## src/hw/rtl/wave_mesh_face_normal_assert.svh

```systemverilog
// Assertion macros shared by the wave mesh face normal RTL.
`ifndef WAVE_MESH_FACE_NORMAL_ASSERT_SVH
`define WAVE_MESH_FACE_NORMAL_ASSERT_SVH
`ifndef ASSERT_OFF
`define WMFN_ASSERT_CLK(lbl, clk, rst_n, prop, msg) \
  lbl: assert property (@(posedge clk) disable iff (!rst_n) prop) else $error(msg);
`define WMFN_ASSERT(lbl, prop, msg) \
  `WMFN_ASSERT_CLK(lbl, clk_i, rst_ni, prop, msg)
`else
`define WMFN_ASSERT_CLK(lbl, clk, rst_n, prop, msg)
`define WMFN_ASSERT(lbl, prop, msg)
`endif
`endif

```

## src/hw/rtl/wmfn_pkg.sv

```systemverilog
// Types and constants of the wave mesh face normal block.
`default_nettype none
package wmfn_pkg;

  localparam int unsigned POINT_DEPTH = 1024;
  localparam int unsigned PT_IDX_W    = $clog2(POINT_DEPTH);
  localparam int unsigned ADDR_W      = 3;

  localparam logic [14:0] AMP_RESET = 15'd717;

  // sine polynomial coefficients (Q1.14 argument)
  localparam logic [15:0] SIN_C1 = 16'd2320;
  localparam logic [15:0] SIN_C2 = 16'd21024;
  localparam logic [15:0] SIN_C3 = 16'd51472;

  // iterative unit lengths
  localparam logic [4:0] ROOT_STEPS = 5'd21;
  localparam logic [4:0] DIV_STEPS  = 5'd16;

  typedef enum logic {
    REG_AMPLITUDE = 1'b0
  } wmfn_reg_e;

  typedef enum logic {
    OP_WRITE = 1'b0,
    OP_SHADE = 1'b1
  } wmfn_op_e;

  typedef struct packed {
    logic                 opcode;
    logic [9:0]           point_index;
    logic signed [15:0]   point_x;
    logic signed [15:0]   point_y;
    logic signed [15:0]   base_z;
    logic [15:0]          phase_turns;
    logic [15:0]          rate_turns;
    logic [9:0]           vertex_a_index;
    logic [9:0]           vertex_b_index;
    logic [9:0]           vertex_c_index;
    logic [31:0]          time_ticks;
  } wmfn_req_t;

  typedef struct packed {
    logic signed [15:0] depth_a;
    logic signed [15:0] depth_b;
    logic signed [15:0] depth_c;
    logic signed [15:0] normal_x;
    logic signed [15:0] normal_y;
    logic signed [15:0] normal_z;
    logic               degenerate;
  } wmfn_rsp_t;

  typedef struct packed {
    logic [15:0]        rate;
    logic [15:0]        phase;
    logic signed [15:0] base_z;
    logic signed [15:0] y;
    logic signed [15:0] x;
  } wmfn_point_t;

  // control into and status out of the root / divide unit
  typedef struct packed {
    logic start;
    logic op_div;
  } wmfn_rd_ctrl_t;

  typedef struct packed {
    logic busy;
    logic done;
  } wmfn_rd_sts_t;

endpackage
`default_nettype wire

```

## src/hw/rtl/wmfn_rootdiv.sv

```systemverilog
// Bit-serial square root and restoring divider sharing one compare/subtract.
`default_nettype none
`include "wave_mesh_face_normal_assert.svh"
module wmfn_rootdiv (
  input  wire logic                  clk_i,
  input  wire logic                  rst_ni,
  input  wire wmfn_pkg::wmfn_rd_ctrl_t ctrl_i,
  input  wire logic [41:0]           opa_i,   // radicand or dividend
  input  wire logic [20:0]           opb_i,   // divisor
  output wire wmfn_pkg::wmfn_rd_sts_t sts_o,
  output wire logic [20:0]           res_o
);

  logic        busy_q, done_q, op_q;
  logic [4:0]  cnt_q;
  logic [41:0] rem_q;
  logic [42:0] ref_q;
  logic [41:0] bit_q;
  logic [15:0] quo_q;
  logic [42:0] trial;
  logic        ge;

  assign trial = op_q ? ref_q : (ref_q + 43'(bit_q));
  assign ge    = ({1'b0, rem_q} >= trial);

  always_ff @(posedge clk_i or negedge rst_ni) begin
    if (!rst_ni) begin
      busy_q <= 1'b0;
      done_q <= 1'b0;
      op_q   <= 1'b0;
      cnt_q  <= '0;
    end else begin
      done_q <= 1'b0;
      if (ctrl_i.start) begin
        busy_q <= 1'b1;
        op_q   <= ctrl_i.op_div;
        cnt_q  <= ctrl_i.op_div ? (wmfn_pkg::DIV_STEPS - 5'd1) : (wmfn_pkg::ROOT_STEPS - 5'd1);
      end else if (busy_q) begin
        cnt_q <= cnt_q - 5'd1;
        if (cnt_q == 5'd0) begin
          busy_q <= 1'b0;
          done_q <= 1'b1;
        end
      end
    end
  end

  always_ff @(posedge clk_i) begin
    if (ctrl_i.start) begin
      rem_q <= opa_i;
      quo_q <= '0;
      bit_q <= 42'd1 << 40;
      ref_q <= ctrl_i.op_div ? (43'(opb_i) << 15) : '0;
    end else if (busy_q) begin
      if (ge) begin
        rem_q <= rem_q - trial[41:0];
      end
      if (op_q) begin
        quo_q <= {quo_q[14:0], ge};
        ref_q <= ref_q >> 1;
      end else begin
        ref_q <= ge ? ((ref_q >> 1) + 43'(bit_q)) : (ref_q >> 1);
        bit_q <= bit_q >> 2;
      end
    end
  end

  assign sts_o = '{busy: busy_q, done: done_q};
  assign res_o = op_q ? {5'd0, quo_q} : ref_q[20:0];

  `WMFN_ASSERT(a_done_idle, done_q |-> !busy_q, "done raised while still stepping")
  `WMFN_ASSERT(a_start_free, ctrl_i.start |-> !busy_q, "unit started while busy")
  `WMFN_ASSERT(a_done_after_last, (busy_q && cnt_q == 5'd0 && !ctrl_i.start) |=> done_q,
               "last step did not raise done")

endmodule
`default_nettype wire

```

## config.mk

```make
export PLATFORM = sky130hd
export DESIGN_NAME = wmfn_rootdiv
export DESIGN_NICKNAME = d
export VERILOG_FILES = /design/src/hw/rtl/wmfn_pkg.sv /design/src/hw/rtl/wmfn_rootdiv.sv
export VERILOG_INCLUDE_DIRS = /design/src /design/src/hw/rtl
export SDC_FILE = /design/constraint.sdc
export NUM_CORES = 1
export LEC_CHECK = 0
export ABC_AREA = 1
export BUFFER_PORTS_ARGS = -buffer_cell sky130_fd_sc_hd__buf_2
export CAP_MARGIN = 25
export CORE_AREA = 2 2 148 179
export CTS_BUF_LIST = sky130_fd_sc_hd__clkbuf_2 sky130_fd_sc_hd__clkbuf_4 sky130_fd_sc_hd__clkbuf_8
export DETAILED_ROUTE_END_ITERATION = 10
export DIE_AREA = 0 0 150 181
export PLACE_DENSITY_LB_ADDON = 0.25
export SKIP_CTS_REPAIR_TIMING = 1
export SYNTH_ARGS = -nofsm -noshare
export SYNTH_HDL_FRONTEND = slang
export SYNTH_SLANG_ARGS = --single-unit
```

## constraint.sdc

```tcl
create_clock -name clk_i -period 6.7 [get_ports clk_i]
set_clock_uncertainty 0.1 [all_clocks]
set_input_delay 1.34 -clock clk_i [delete_from_list [all_inputs] [get_ports clk_i]]
set_output_delay 1.34 -clock clk_i [all_outputs]
set_load 0.005 [all_outputs]
```

==> reports/summary.txt <==
Synth Cell Area: 12600 um2
IR Drop Worst-Case VDD: 0.231 mV
Unrepaired setup endpoints after global routing: false
Largest stage delay on the critical path: 0.52 ns
Largest area contributor in the netlist: edfxtp_1
Gr ovfl total: 0
Sinks on the clock net: 130
Setup tns final: 0 ns
Cts bufs inserted: 17
Fraction of registers with async set or reset after synthesis: 6.15%
Worst-margin pin slew: 0.906 ns
Cell leakage power: 6.23 nW
DP Wirelength: 31.8 mm
Largest fanout on the critical path: 42
Most used cell, CP: nand2_1
Max_slew headroom: 39.6%
WL/cell: 17.2 um
Hold Path Stages: 1
Worst path arrival time: 5.34 ns
CP Class: reg2reg
Detail-routed via count per cell: 5.54
Floorplan die width: 150 um
Main area contributors after synthesis: edfxtp_1, nand2_1, ha_1
Net count after synthesis: 2117
Antenna diode count: 0
Count of flip-flops with a built-in enable after synthesis: 85
Timing-limited maximum frequency: 188 MHz
Crit path time final: 5.31 ns
Detailed router's first-iteration violation count: 1009
CTS tree: yes
Post-synthesis to final-layout area growth: 9.19%
Standard cell with the maximum stage delay on the critical path: edfxtp_1
Number of maximum-capacitance violations: 0
Total core area: 25300 um2
Clock-pin slew on the worst setup and hold paths: 0.08 ns
Reg2Reg Depth: 28
Final Setup Violations: 0
DR DRC count: 0
Largest net degree at the start of global routing: 79
Total routed wirelength: 40.8 mm
Number of unique standard cell types used by synthesis: 55
Number of global-route vias before repair: 12586
Endpoints failing hold: 0
Type of the most critical hold path: reg2reg
Antenna violations before repair: 0
Result of the run: finished clean
Boundary pin count: 90
Global-route wire length before repair: 64.1 mm
Flip-flop and latch count after synthesis: 130
Cell count after synthesis: 1961
Worst Setup Start Kind: flop
Fraction of final layout cells sized beyond drive strength 1: 9.03%
Predominant post-synthesis flop cell: edfxtp_1
Root buffer selected by CTS: clkbuf_8
Number of nets in the layout: 2180
Gr usage total: 30.3%
Die area: 27200 um2
Setup ws final: 1.39 ns
Period Utilization, post-route: 79.2%
Site Rows: 64
H-Tree Level Count: 4
Vert. Die Dim: 181 um
Yosys warning total: 0
Portion of the post-synthesis area used by sequential elements: 27.8%
Maximum count of clock buffers along a single path: 2
Clk_lat worst skew: 0.50 ns
Type of element capturing the critical path: flop
Gpl congestion: 0.991
Count of fill cells added during filler insertion: 2644
Routed vias: 13121
Port buffer count: 89
Pwr per Cell Area: 430 nW/um2
Yosys top cell area share: 20.3%
Required time of the critical path: 6.73 ns
DP Worst Slack: 1.46 ns
Starting utilization of the core area: 49.7%
Mean cell area of the mapped netlist: 6.41 um2
Post-DRT Antenna Nets: 0
Final max-slew violation count: 0
Router iterations before antenna repair: 6
## cells in the final DEF (no fill, tap or decap), drive strengths merged, types with 12 or more instances in the layout
cell type and n:
nand2 571, nor2 250, inv 238, o21ai 175, nand3 130, a21oi 125, buf 99, ha 88
edfxtp 85, xor2 42, dfxtp 37, nand4 26, or2 22, clkbuf 19, o21bai 16, nor3 14
xnor2 13, nor4 12
## power breakdown
part | switching, W | leakage, nW | internal, W
Combinational | 0.00241 | 4.67 | 0.00121
Sequential | 0.000261 | 1.33 | 0.00121
Clock | 0.000376 | 0.230 | 0.000432
Total | 0.00305 | 6.23 | 0.00286
## cell usage after synthesis, drive strengths merged, types with 2 or more instances
library cell	number
o21ai	175
a22oi	2
buf	23
nand3	130
o31ai	2
or2	22
xor2	42
edfxtp	85
nor2	250
nand4	26
a21o	10
nand2	571
ha	88
nor3	14
xnor2	13
o21a	2
a211oi	2
dfxtp	37
o22ai	4
o2111ai	4
o221ai	2
inv	233
a31oi	7
a21oi	125
a21boi	5
nor4	12
o211ai	4
o21bai	16
clkbuf	32
nand3b	7
dfrtp	8
## stage by stage
stage / instances / utilization [%] / power [W] / hold slack, ns / area (um2)
finish: 2367 / 54.2 / 0.00590 / 0.364 / 13700
global route: 2367 / 54.2 / 0.00640 / 0.388 / 13700
CTS: 2367 / 54.2 / 0.00585 / 0.368 / 13700
detailed placement: 2335 / 52.4 / 0.00503 / 0.352 / 13300
global placement: 2334 / 52.4 / 0.00499 / 0.344 / 13300
floorplan: 1961 / - / 0.00406 / 0.323 / 12600
## routing by layer
layer  track usage [%]  wire length, um  up-vias
li1                  -                -     6590
met1              38.3            17100     5948
met2              51.6            19400      480
met3              3.54             2450      103
met4              13.5             1800        0
met5                 0                0        -
## area by class of cell
type                       instances  area [um2]  share of cell area, %
multi-input combinational       1542        7950                   57.9
sequential                       130        3490                   25.5
inverter                         234         882                   6.43
timing repair buffer              99         533                   3.88
tap                              330         413                   3.01
clock buffer                      19         262                   1.91
clock inverter                    13         194                   1.41
## registers in the layout, summed over array words and instances (netlist names)
register / count
bit_q: 21
busy_q: 1
cnt_q: 5
done_q: 1
op_q: 1
quo_q: 16
ref_q: 43
rem_q: 42
## path summary, 6_finish.rpt
kind,slack [ns],endpoint,startpoint
min,0.36,done_q,cnt_q[4]
min in group asynchronous,0.57,cnt_q[1],rst_ni
max reg2reg,1.39,rem_q[38],ref_q[2]
min reg2reg,0.36,done_q,cnt_q[4]
max,1.39,rem_q[38],ref_q[2]
max in group asynchronous,5.75,op_q,rst_ni
## critical path, delay by kind of cell (launching register included)
family          cells  cell delay (ns)
fa+ha+maj           2             0.79
simple gates       19             2.18
flops               1             0.52
compound gates      5             0.72
buf+inv             2             0.59
## cells by family (layout without fill, tap and decap cells)
kind of cell	Yosys count	in the layout	synth area share, %
xor+xnor	55	55	3.83
compound gates	364	364	15.9
flops	130	130	27.8
fa+ha+maj	89	89	8.92
simple gates	1034	1034	34.5
buf+inv	289	365	9.08
Note: power is estimated with default switching activity, not from simulation.
